**src/hdl/urm_pkg.sv**
```systemverilog
// Shared types and constants of the ultrasonic range measurer.
package urm_pkg;

    // Measurement phases.
    typedef enum logic [2:0] {
        PH_IDLE    = 3'd0,
        PH_TRIG    = 3'd1,
        PH_SETTLE  = 3'd2,
        PH_WAIT    = 3'd3,
        PH_MEASURE = 3'd4
    } phase_t;

    localparam int CNT_W   = 24;
    localparam int TRIG_W  = 16;
    localparam int SETTL_W = 16;
    localparam int TOUT_W  = 24;
    localparam int SCALE_W = 16;
    localparam int DIST_W  = 16;
    localparam int PROD_W  = CNT_W + SCALE_W;
    localparam int FRAC_W  = 24;

    localparam int ADDR_W  = 4;
    localparam int DATA_W  = 32;
    localparam int IN_W    = 8;
    localparam int OUT_W   = 24;

    // Register byte addresses.
    localparam logic [ADDR_W-1:0] ADDR_TRIGGER = 4'h0;
    localparam logic [ADDR_W-1:0] ADDR_SETTLE  = 4'h4;
    localparam logic [ADDR_W-1:0] ADDR_TIMEOUT = 4'h8;
    localparam logic [ADDR_W-1:0] ADDR_SCALE   = 4'hC;

    // Register reset values.
    localparam logic [TRIG_W-1:0]  TRIGGER_RST = 16'd1000;
    localparam logic [SETTL_W-1:0] SETTLE_RST  = 16'd1500;
    localparam logic [TOUT_W-1:0]  TIMEOUT_RST = 24'd400000;
    localparam logic [SCALE_W-1:0] SCALE_RST   = 16'd14260;

    localparam logic [CNT_W-1:0] CNT_MAX = {CNT_W{1'b1}};

endpackage

```
**src/hdl/ultrasonic_range_measurer.sv**
```systemverilog
// Ultrasonic echo-pulse range measurer: one sensor, tick-driven stream in and out.
// A word accepted on the input passes the input register and the result register
// before it is presented. Throughput: one word per cycle unless m_tready stalls;
// the phase logic updates its state once per word.
// Reset (rst_n low, asynchronous): idle phase, counters and distance cleared,
// registers back to 1000 / 1500 / 400000 / 14260, both pipeline stages empty.
module ultrasonic_range_measurer
(
    input  logic                        clk,
    input  logic                        rst_n,
    // Input stream.
    input  logic                        s_tvalid,
    output logic                        s_tready,
    // s_tdata: [0] start_req, [1] echo_level, [7:2] zero
    input  logic [urm_pkg::IN_W-1:0]    s_tdata,
    // Output stream.
    output logic                        m_tvalid,
    input  logic                        m_tready,
    // m_tdata: [0] trigger_level, [1] busy_res, [2] done_res, [3] timed_out,
    //          [19:4] distance, [23:20] zero
    output logic [urm_pkg::OUT_W-1:0]   m_tdata,
    // Configuration port.
    input  logic                        psel,
    input  logic                        penable,
    input  logic                        pwrite,
    input  logic [urm_pkg::ADDR_W-1:0]  paddr,
    input  logic [urm_pkg::DATA_W-1:0]  pwdata,
    output logic [urm_pkg::DATA_W-1:0]  prdata,
    output logic                        pready
);
    import urm_pkg::*;

    // Configuration registers.
    logic [TRIG_W-1:0]  trigger_ticks_reg;
    logic [SETTL_W-1:0] settle_ticks_reg;
    logic [TOUT_W-1:0]  timeout_ticks_reg;
    logic [SCALE_W-1:0] distance_scale_reg;

    // Input stage.
    logic in_valid_reg;
    logic in_start_reg;
    logic in_echo_reg;

    // Measurement state.
    phase_t             phase_reg, phase_next;
    logic [CNT_W-1:0]   cnt_reg, cnt_next;
    logic [CNT_W-1:0]   width_reg, width_next;
    logic [DIST_W-1:0]  dist_reg, dist_next;

    // Result stage.
    logic               out_valid_reg;
    logic               out_trig_reg;
    logic               out_busy_reg;
    logic               out_done_reg;
    logic               out_tout_reg;
    logic [DIST_W-1:0]  out_dist_reg;

    logic done_next;
    logic tout_next;
    logic advance;
    logic cfg_wr;

    logic [CNT_W-1:0]  cnt_inc;
    logic [CNT_W-1:0]  wait_base;
    logic [CNT_W-1:0]  wait_inc;
    logic              settle_over;
    logic [PROD_W-1:0] product;

    // The stored word moves into the result register when that register is
    // empty or being drained; the input stage refills in the same cycle.
    assign advance  = in_valid_reg && (!out_valid_reg || m_tready);
    assign s_tready = !in_valid_reg || advance;

    assign cfg_wr = psel && penable && pwrite && pready;
    assign pready = 1'b1;

    always_comb
    begin
        case (paddr)
            ADDR_TRIGGER: prdata = DATA_W'(trigger_ticks_reg);
            ADDR_SETTLE:  prdata = DATA_W'(settle_ticks_reg);
            ADDR_TIMEOUT: prdata = DATA_W'(timeout_ticks_reg);
            ADDR_SCALE:   prdata = DATA_W'(distance_scale_reg);
            default:      prdata = '0;
        endcase
    end

    always_ff @(posedge clk or negedge rst_n)
    begin
        if (!rst_n)
        begin
            trigger_ticks_reg  <= TRIGGER_RST;
            settle_ticks_reg   <= SETTLE_RST;
            timeout_ticks_reg  <= TIMEOUT_RST;
            distance_scale_reg <= SCALE_RST;
        end
        else if (cfg_wr)
        begin
            case (paddr)
                ADDR_TRIGGER: trigger_ticks_reg  <= pwdata[TRIG_W-1:0];
                ADDR_SETTLE:  settle_ticks_reg   <= pwdata[SETTL_W-1:0];
                ADDR_TIMEOUT: timeout_ticks_reg  <= pwdata[TOUT_W-1:0];
                ADDR_SCALE:   distance_scale_reg <= pwdata[SCALE_W-1:0];
                default:      ;
            endcase
        end
    end

    // Shared counter arithmetic. When the settle phase runs out, the echo is
    // sampled on that same tick with the wait counter starting from zero.
    assign cnt_inc     = cnt_reg + CNT_W'(1);
    assign settle_over = (cnt_reg >= CNT_W'(settle_ticks_reg));
    assign wait_base   = (phase_reg == PH_SETTLE) ? '0 : cnt_reg;
    assign wait_inc    = wait_base + CNT_W'(1);

    // The full product of a 24-bit width and a 16-bit Q0.24 scale, shifted
    // right by 24, never exceeds 16 bits, so no saturation is needed.
    assign product = PROD_W'(width_reg) * PROD_W'(distance_scale_reg);

    always_comb
    begin
        phase_next = phase_reg;
        cnt_next   = cnt_reg;
        width_next = width_reg;
        dist_next  = dist_reg;
        done_next  = 1'b0;
        tout_next  = 1'b0;

        case (phase_reg)
            PH_IDLE:
            begin
                if (in_start_reg)
                begin
                    phase_next = PH_TRIG;
                    cnt_next   = '0;
                end
            end
            PH_TRIG:
            begin
                // A zero trigger length behaves as one tick.
                if (cnt_inc >= CNT_W'(trigger_ticks_reg))
                begin
                    phase_next = PH_SETTLE;
                    cnt_next   = '0;
                end
                else
                begin
                    cnt_next = cnt_inc;
                end
            end
            PH_SETTLE, PH_WAIT:
            begin
                if (phase_reg == PH_SETTLE && !settle_over)
                begin
                    cnt_next = cnt_inc;
                end
                else if (in_echo_reg)
                begin
                    phase_next = PH_MEASURE;
                    cnt_next   = wait_base;
                    width_next = CNT_W'(1);
                end
                else if (wait_inc >= timeout_ticks_reg)
                begin
                    // Give up at once; the old distance stays.
                    phase_next = PH_IDLE;
                    cnt_next   = '0;
                    done_next  = 1'b1;
                    tout_next  = 1'b1;
                end
                else
                begin
                    phase_next = PH_WAIT;
                    cnt_next   = wait_inc;
                end
            end
            PH_MEASURE:
            begin
                if (in_echo_reg)
                begin
                    if (width_reg != CNT_MAX)
                    begin
                        width_next = width_reg + CNT_W'(1);
                    end
                end
                else
                begin
                    dist_next  = product[FRAC_W +: DIST_W];
                    phase_next = PH_IDLE;
                    cnt_next   = '0;
                    done_next  = 1'b1;
                end
            end
            default:
            begin
                phase_next = PH_IDLE;
                cnt_next   = '0;
            end
        endcase
    end

    always_ff @(posedge clk or negedge rst_n)
    begin
        if (!rst_n)
        begin
            in_valid_reg  <= 1'b0;
            out_valid_reg <= 1'b0;
            phase_reg     <= PH_IDLE;
            cnt_reg       <= '0;
            width_reg     <= '0;
            dist_reg      <= '0;
        end
        else
        begin
            if (s_tready)
            begin
                in_valid_reg <= s_tvalid;
            end
            if (advance)
            begin
                out_valid_reg <= 1'b1;
                phase_reg     <= phase_next;
                cnt_reg       <= cnt_next;
                width_reg     <= width_next;
                dist_reg      <= dist_next;
            end
            else if (m_tready)
            begin
                out_valid_reg <= 1'b0;
            end
        end
    end

    // Payload registers.
    always_ff @(posedge clk)
    begin
        if (s_tready && s_tvalid)
        begin
            in_start_reg <= s_tdata[0];
            in_echo_reg  <= s_tdata[1];
        end
        if (advance)
        begin
            out_trig_reg <= (phase_next == PH_TRIG);
            out_busy_reg <= (phase_next != PH_IDLE);
            out_done_reg <= done_next;
            out_tout_reg <= tout_next;
            out_dist_reg <= dist_next;
        end
    end

    assign m_tvalid = out_valid_reg;
    assign m_tdata  = {4'b0000, out_dist_reg, out_tout_reg, out_done_reg,
                       out_busy_reg, out_trig_reg};

endmodule
```
**config.mk**
```make
export PLATFORM = sky130hd
export DESIGN_NAME = ultrasonic_range_measurer
export DESIGN_NICKNAME = d
export VERILOG_FILES = /design/src/hdl/urm_pkg.sv /design/src/hdl/ultrasonic_range_measurer.sv
export SDC_FILE = /design/constraint.sdc
export NUM_CORES = 1
export LEC_CHECK = 0
export ABC_AREA = 1
export BUFFER_PORTS_ARGS = -buffer_cell sky130_fd_sc_hd__buf_2
export CAP_MARGIN = 20
export CORE_MARGIN = 2
export CORE_UTILIZATION = 38
export DETAILED_ROUTE_END_ITERATION = 10
export PLACE_DENSITY = 0.55
export SETUP_SLACK_MARGIN = 0.2
export SLEW_MARGIN = 20
export SYNTH_ARGS = -nofsm -noshare
export SYNTH_HDL_FRONTEND = slang
export SYNTH_SLANG_ARGS = --single-unit
```
**constraint.sdc**
```tcl
create_clock -name clk -period 15.55 [get_ports clk]
set_clock_uncertainty 0.2 [all_clocks]
set_input_delay 4.665 -clock clk [delete_from_list [all_inputs] [get_ports clk]]
set_output_delay 4.665 -clock clk [all_outputs]
set_load 0.005 [all_outputs]
```
# [Yosys cells after proc, flatten, opt, wreduce, memory -nomap -nowiden]
# Cells that the tools add are included.
[op_classes] magnitude_cmp=3 n_mul=1 eq_ne=15 mux=30 reduce_logical=22 addsub=3
[op_table] operator="$mux W24" count=11
[op_table] operator="$pmux W24 S4" count=2
[op_table] operator="$add A24 B1 Y24 const B" count=3
[op_table] operator="$ge A24 B16 Y1" count=2
[op_table] operator="$pmux W24 S2" count=1
[op_table] operator="$mul A24 B16 Y40" count=1
[op_table] operator="$mux W16" count=2
[op_table] operator="$ge A24 B24 Y1" count=1
[op_table] operator="$ne A24 B24 Y1 const B" count=1
[op_table] operator="$mux W3" count=5
[op_table] operator="$ne A2 B2 Y1 const B" count=6
[op_table] operator="$pmux W3 S4" count=1
[op_table] operator="$eq A4 B4 Y1 const B" count=2
[op_table] operator="$reduce_and A2 Y1" count=4
[op_table] operator="$eq A3 B1 Y1 const B" count=2
[op_table] operator="$eq A3 B2 Y1 const B" count=2
[op_table] operator="$mux W1" count=6
[op_table] operator="$reduce_and A6 Y1" count=1
[op_table] operator="$logic_and A1 B1 Y1" count=5
[op_table] operator="$eq A4 B3 Y1 const B" count=1
[op_table] operator="$logic_not A4 Y1" count=1
[op_table] operator="$reduce_bool A2 Y1" count=2
[op_table] operator="$eq A3 B3 Y1 const B" count=1
[op_table] operator="$logic_not A1 Y1" count=3
[op_table] operator="other kinds (7)" count=8
[word_totals] register_bits=163 inputBits=51 out_inout_bits=59

# [Depth between registers and ports, before layout]
# Gate-level depths: netlist of run 1.
[depth] ltp_word=9 depth_mapped=31

# [Worst setup path after synthesis of run 1]
# Ideal clock, no wire load.
[synth_timing] kind="input-to-output" startpoint="input paddr[1] (netlist bit)" endpoint="output prdata[10] (netlist bit)" path_slack_ns=4.866 arrival_ns=5.819 cell_stages=6 path_cell_list="nor2_1 inv_1 nor3_2 clkinv_1 o22ai_1 a221o_1"
[synth_via] elab_chain_len=2 elab_cells_between_ends=5
[synth_lines] element="start, declared" line="ultrasonic_range_measurer.sv:26" rtl="input logic [urm_pkg::ADDR_W-1:0] paddr,"
[synth_lines] element="$eq A4 B4 Y1 (tied with other cells)" line="ultrasonic_range_measurer.sv:79" rtl="case (paddr)"
[synth_lines] element="$pmux W24 S4 *" line="ultrasonic_range_measurer.sv:79"
[synth_lines] element="end, declared" line="ultrasonic_range_measurer.sv:28" rtl="output logic [urm_pkg::DATA_W-1:0] prdata,"
# Mark *: on every way between the ends. The rest lies on a longest branch, timed or not.

# [Worst setup path in the final report of run 1]
[layout_timing] startpoint="input paddr[1] (netlist bit)" endpoint="output prdata[15] (netlist bit)"
# The elaborated chain is that of the path after synthesis.

==> flow_summary.json, run 1 <==
{
  "ys_top_cells_by_area": "fa_1, nand2_1, inv_1",
  "p_leak_nw": 13.9,
  "cp_common_cell": "buf_2",
  "grt_first_pass_wirelength_um": 112000,
  "synth_edf_count": 22,
  "max_freq_mhz": 86.9,
  "ys_async_sr_fraction_pct": 86.5,
  "yosysTopAreaCell": "fa_1",
  "fin_util_pct": 41.1,
  "netlist_area_sq_mm": 0.0239,
  "drc": 0,
  "overflow": 0,
  "path_class": "input port to output pin",
  "critPathArrivalTime_ns": 6.64,
  "antenna_cells": 0,
  "die_area_sq_mm": 0.0649,
  "worstSetupStartpointType": "input port",
  "num_vias": 20000,
  "fin_hold_ws_ns": 0.281,
  "htreeDepth": 4,
  "ctsResizeCount": 0,
  "slowest_delay_ns": 0.56,
  "post_cts_buffers": 0,
  "cp_num_buf_inv": 4,
  "finalHoldViolations": 0,
  "final_net_count": 3821,
  "min_to": "dist_reg[13]",
  "path_delay_family": "buffers and inverters",
  "yosysMostFrequentCell": "nand2_1",
  "drt_pass1_iterations": 5,
  "avgSynthCellArea_sq_um": 7.19,
  "r2r_slack_ns": 8.55,
  "post-route-period-util_pct": 74.0,
  "period_needed_ns": 11.51,
  "numPortBuffers": 82,
  "setup_viol": 0,
  "vias_per_cell": 4.83,
  "antenna_found_initial": 0,
  "path_clk_slew_ns": 0.08,
  "synthTopCellsByCount": "nand2_1, inv_1, fa_1",
  "area.growth.synth_to_final_pct": 6.64,
  "synth_top_area_share_pct": 25.6,
  "grt_max_degree": 80,
  "crit_slowest_cell": "nor3_2",
  "ys_types": 48,
  "yosysWarnings": 0,
  "die_w_um": 255,
  "rsz0062_at_grt": "false",
  "holdCritStartpoint": "dist_reg[13]",
  "finalMaxSlewViolations": 0,
  "path_max_fanout": 9,
  "worst_slew_pin_slew_ns": 1.08,
  "rr_worst_depth": 23,
  "status": "finished clean",
  "hold_buffers": 0,
  "multi_input_area_sq_mm": 0.0161,
  "die_y_um": 255,
  "first_global_vias": 20300,
  "fill_cells": 6587,
  "drive_above_1_share_pct": 6.65,
  "cap_violations": 0,
  "drt_iter0_drc": 1268,
  "core_region_area_sq_mm": 0.0619,
  "io_pins": 110,
  "wirelength_um": 68900,
  "slew-limit-headroom_pct": 28.2,
  "synth_ff_type": "dfrtp_1",
  "ys_seq_elements": 163,
  "holdCritPathClass": "flop to flop",
  "globalRouteTotalUtil_pct": 22.4,
  "cts_buffers": 17,
  "routedWlPerCell_um": 16.6,
  "synthCells": 3325,
  "min_path_cells": 2,
  "yosysSeqAreaShare_pct": 17.7,
  "peakVddDrop_uv": 82.1,
  "setup_tns_ns": 0,
  "required_ns": 10.69,
  "routabilityCongestion": 0.932,
  "powerDensity_mw_per_mm2": 90.3,
  "register_area_sq_mm": 0.00422,
  "clock_path_buffers": 2,
  "crit_path_end_kind": "output pin",
  "cts_tree": "yes",
  "hpwl_um": 51800,
  "start_util_pct": 38.6,
  "core.rowCount": 91,
  "insertion_delay_ns": 0.49,
  "antenna_left": 0,
  "cts.sinks": 163,
  "regToRegStartpoint": "distance_scale_reg[5]",
  "r2r-end": "out_dist_reg[15]",
  "cp_cell_sequence": "buf_2 > nor2_1 > inv_1 > nor3_2 > clkinv_1 > o22ai_1 > a221o_1 > buf_2",
  "clock-root-buffer": "clkbuf_16"
}
==> worst min-delay path, stage by stage (launching register included) <==
cell and delay, ns:
dfrtp_1 0.35, nand2_1 0.05, nand2_1 0.06
==> layout make-up <==
cell class,instances,area share (%)
Clock buffer,17,1.67
Inverter,763,11.2
Sequential cell,163,16.6
Clock inverter,15,0.722
Multi-Input combinational cell,2241,63.2
Tap cell,837,4.11
Timing Repair Buffer,111,2.49
==> kinds of logic after synthesis <==
family	share of synthesized area [%]
AO/OA/AOI/OAI	6.22
XOR/XNOR	1.61
adder cells (fa/ha/maj)	34.4
buffers and inverters	15.1
flip-flops	17.7
other	0.0314
AND/OR/NAND/NOR	25.0
==> worst max path at each step <==
| stage | end | depth (start not counted) | from | slack, ns |
|---|---|---|---|---|
| floorplan | prdata[10] | 6 | paddr[1] | 4.87 |
| global placement | prdata[10] | 8 | paddr[1] | 4.13 |
| detailed placement | prdata[15] | 8 | paddr[1] | 4.11 |
| CTS | prdata[15] | 8 | paddr[1] | 4.11 |
| global route | prdata[13] | 8 | paddr[1] | 3.89 |
| finish | prdata[15] | 8 | paddr[1] | 4.04 |
==> layer usage <==
layer	wire, um	vias up	GRT usage, %	share of wire [%]
met5	0	-	0	0
met4	1590	0	6.75	2.3
met3	3760	81	3.55	5.5
met2	33600	507	38.6	49
met1	30000	9634	28.9	43
li1	-	9820	-	-
==> cell usage in the layout (no fill, tap or decap), types with 4 or more instances in the layout <==
cell / Yosys / layout
nand2_1: 987 / 987
inv_1: 757 / 757
fa_1: 305 / 305
nor2_1: 190 / 187
ha_1: 168 / 168
nand3_1: 135 / 135
o21ai_0: 123 / 123
dfrtp_1: 113 / 113
buf_2: 19 / 81
a21oi_1: 75 / 75
nand4_1: 40 / 40
xor2_1: 36 / 36
buf_4: 21 / 29
dfstp_2: 28 / 28
nor3_1: 25 / 25
edfxtp_1: 22 / 22
or2_2: 18 / 18
clkbuf_16: 0 / 17
o21ai_1: 16 / 16
conb_1: 2 / 13
a21o_1: 11 / 11
o22ai_1: 10 / 10
a221o_1: 9 / 9
xnor2_1: 8 / 8
nor2_2: 5 / 8
nor4_1: 7 / 7
o2111ai_1: 6 / 6
nor2_4: 6 / 6
and2_1: 6 / 6
clkinv_8: 0 / 6
nand2_2: 5 / 5
nand3b_1: 5 / 5
o21bai_1: 5 / 5
o211ai_1: 4 / 4
==> stage by stage <==
step / setup slack [ns] / total power, mW / std cells / area (sq um)
2_1_floorplan: 4.87 / 1.46 / 3336 / 23900
3_3_place_gp: 4.13 / 1.86 / 4115 / 24900
3_5_place_dp: 4.11 / 1.87 / 4115 / 24900
4_1_cts: 4.11 / 2.33 / 4147 / 25500
5_1_grt: 3.89 / 2.52 / 4147 / 25500
6_report: 4.04 / 2.30 / 4147 / 25500
==> power by group <==
part	leakage [nW]	internal, mW	switching (mW)
Combinational	11.6	0.392	0.731
Clock	0.295	0.217	0.231
Sequential	2.01	0.530	0.201
No activity file was read; power rests on OpenSTA's default activity.
==> run 2: changes to the inputs <==
clock period = 11.7 ns   (was 15.55 ns; I/O delays follow)
==> run 2 against run 1 <==
Compared with the run above: global-route usage grew 0.19 points; sequential power is 34% higher; non-clock buffer count did not move; sequential share of layout area barely moved; power up 33%; worst setup slack worse by 1.6 ns; worst hold slack worse by 0.0048 ns; combinational power grew 33%.
==> flow_summary.json, run 2 (synthesized netlist as in run 1, its figures left out) <==
{
  "antenna_found_initial": 0,
  "setup_viol": 0,
  "ctsResizeCount": 0,
  "slew-limit-headroom_pct": 29.0,
  "post_cts_buffers": 0,
  "cap_violations": 0,
  "core_region_area_sq_mm": 0.0619,
  "register_area_sq_mm": 0.00422,
  "crit_slowest_cell": "nor3_2",
  "cts.sinks": 163,
  "die_y_um": 255,
  "required_ns": 7.99,
  "path_clk_slew_ns": 0.07,
  "post-place-cells": 4115,
  "die_w_um": 255,
  "p_leak_nw": 13.9,
  "htreeDepth": 4,
  "cts_buffers": 17,
  "finalHoldViolations": 0,
  "setup_slack_ns": 2.46,
  "cp_num_buf_inv": 4,
  "path_delay_family": "buffers and inverters",
  "antenna_left": 0,
  "peakVddDrop_uv": 76.2,
  "drt_pass1_iterations": 7,
  "wl_met3_um": 3660,
  "path_max_fanout": 9,
  "slowest_delay_ns": 0.56,
  "period_needed_ns": 9.24,
  "status": "finished clean",
  "fin_area_sq_mm": 0.0255,
  "grt_first_pass_wirelength_um": 113000,
  "antenna_cells": 0,
  "worst_slew_pin_slew_ns": 1.07,
  "rsz0062_at_grt": "false",
  "final_common_cell": "nand2_1",
  "finalNonFillerCells": 4147,
  "setup_tns_ns": 0,
  "max_freq_mhz": 108,
  "area.growth.synth_to_final_pct": 6.55,
  "wirelength_um": 69500,
  "first_global_vias": 20500,
  "dp_worst_setup_slack_ns": 2.48,
  "path_class": "input port to output pin",
  "place_area_sq_mm": 0.0249,
  "power_mw": 3.06,
  "die_area_sq_mm": 0.0649,
  "hold_buffers": 0,
  "fill_cells": 6565,
  "crit_path_end_kind": "output pin",
  "routedWlPerCell_um": 16.8,
  "dr_wl_met2_um": 33700,
  "globalRouteTotalUtil_pct": 22.6,
  "mostFrequentLayoutCells": "nand2_1, inv_1, fa_1",
  "clock_path_buffers": 2,
  "clock-root-buffer": "clkbuf_16",
  "post-route-period-util_pct": 79.0,
  "drc": 0,
  "drive_above_1_share_pct": 6.65,
  "holdCritPathClass": "flop to flop",
  "top_layer_used": "met4",
  "overflow": 0,
  "core.rowCount": 91,
  "cp_common_cell": "buf_2",
  "fin_hold_ws_ns": 0.276,
  "start_util_pct": 38.6,
  "fin_util_pct": 41.1,
  "final_net_count": 3821,
  "vias_per_cell": 4.86,
  "m1WireLength_um": 30400,
  "numPortBuffers": 82,
  "grt_max_degree": 80,
  "routabilityCongestion": 0.942,
  "multi_input_area_sq_mm": 0.0161,
  "worstSetupStartpointType": "input port",
  "num_vias": 20200,
  "io_pins": 110,
  "critPathArrivalTime_ns": 5.53,
  "finalMaxSlewViolations": 0,
  "drt_iter0_drc": 1339,
  "hpwl_um": 51900,
  "cp_cell_sequence": "buf_2 > nor2_1 > inv_1 > nor3_2 > clkinv_1 > o22ai_1 > a221o_1 > buf_2",
  "powerDensity_mw_per_mm2": 120,
  "insertion_delay_ns": 0.49,
  "cts_tree": "yes"
}
==> run 2: layout make-up <==
type                       count  share of cell area [%]
inverter                     763                    11.2
multi-input combinational   2241                    63.2
sequential                   163                    16.6
timing repair buffer         111                    2.49
tap                          837                    4.11
clock inverter                15                   0.634
clock buffer                  17                    1.67
==> run 2: worst register-to-register path, stage by stage (launching register included) <==
cell and delay, ns:
dfrtp_1 0.99, nand2_1 0.19, fa_1 0.57, inv_1 0.05
fa_1 0.50, inv_1 0.05, fa_1 0.47, inv_1 0.06
fa_1 0.54, fa_1 0.56, inv_1 0.06, fa_1 0.57
inv_1 0.05, ha_1 0.34, a21oi_1 0.27, o21ai_0 0.18
a21oi_1 0.28, nor2_1 0.06, o21ai_0 0.28, nand3_1 0.11
nand2_1 0.07, nand3_1 0.08, nand2_1 0.08, inv_1 0.05
==> run 2: power by group <==
part	internal (mW)	total, mW	switching, mW
Sequential	0.704	0.977	0.273
Combinational	0.521	1.49	0.972
Clock	0.285	0.586	0.301
==> run 2: layer usage <==
layer | GRT usage [%] | up-vias
met1 | 29.4 | 9736
met5 | 0 | -
li1 | - | 9822
met4 | 6.92 | 0
met2 | 38.8 | 500
met3 | 3.14 | 102
==> run 2: path summary, 6_finish.rpt <==
kind,to,depth (start not counted),slack (ns),from
hold / removal,dist_reg[10],2,0.28,dist_reg[10]
setup reg to reg,out_dist_reg[15],23,4.79,width_reg[5]
min in group asynchronous,distance_scale_reg[0],1,2.87,rst_n
hold reg to reg,dist_reg[10],2,0.28,dist_reg[10]
max in group asynchronous,dist_reg[0],2,7.02,rst_n
setup / recovery,prdata[15],8,2.46,paddr[1]
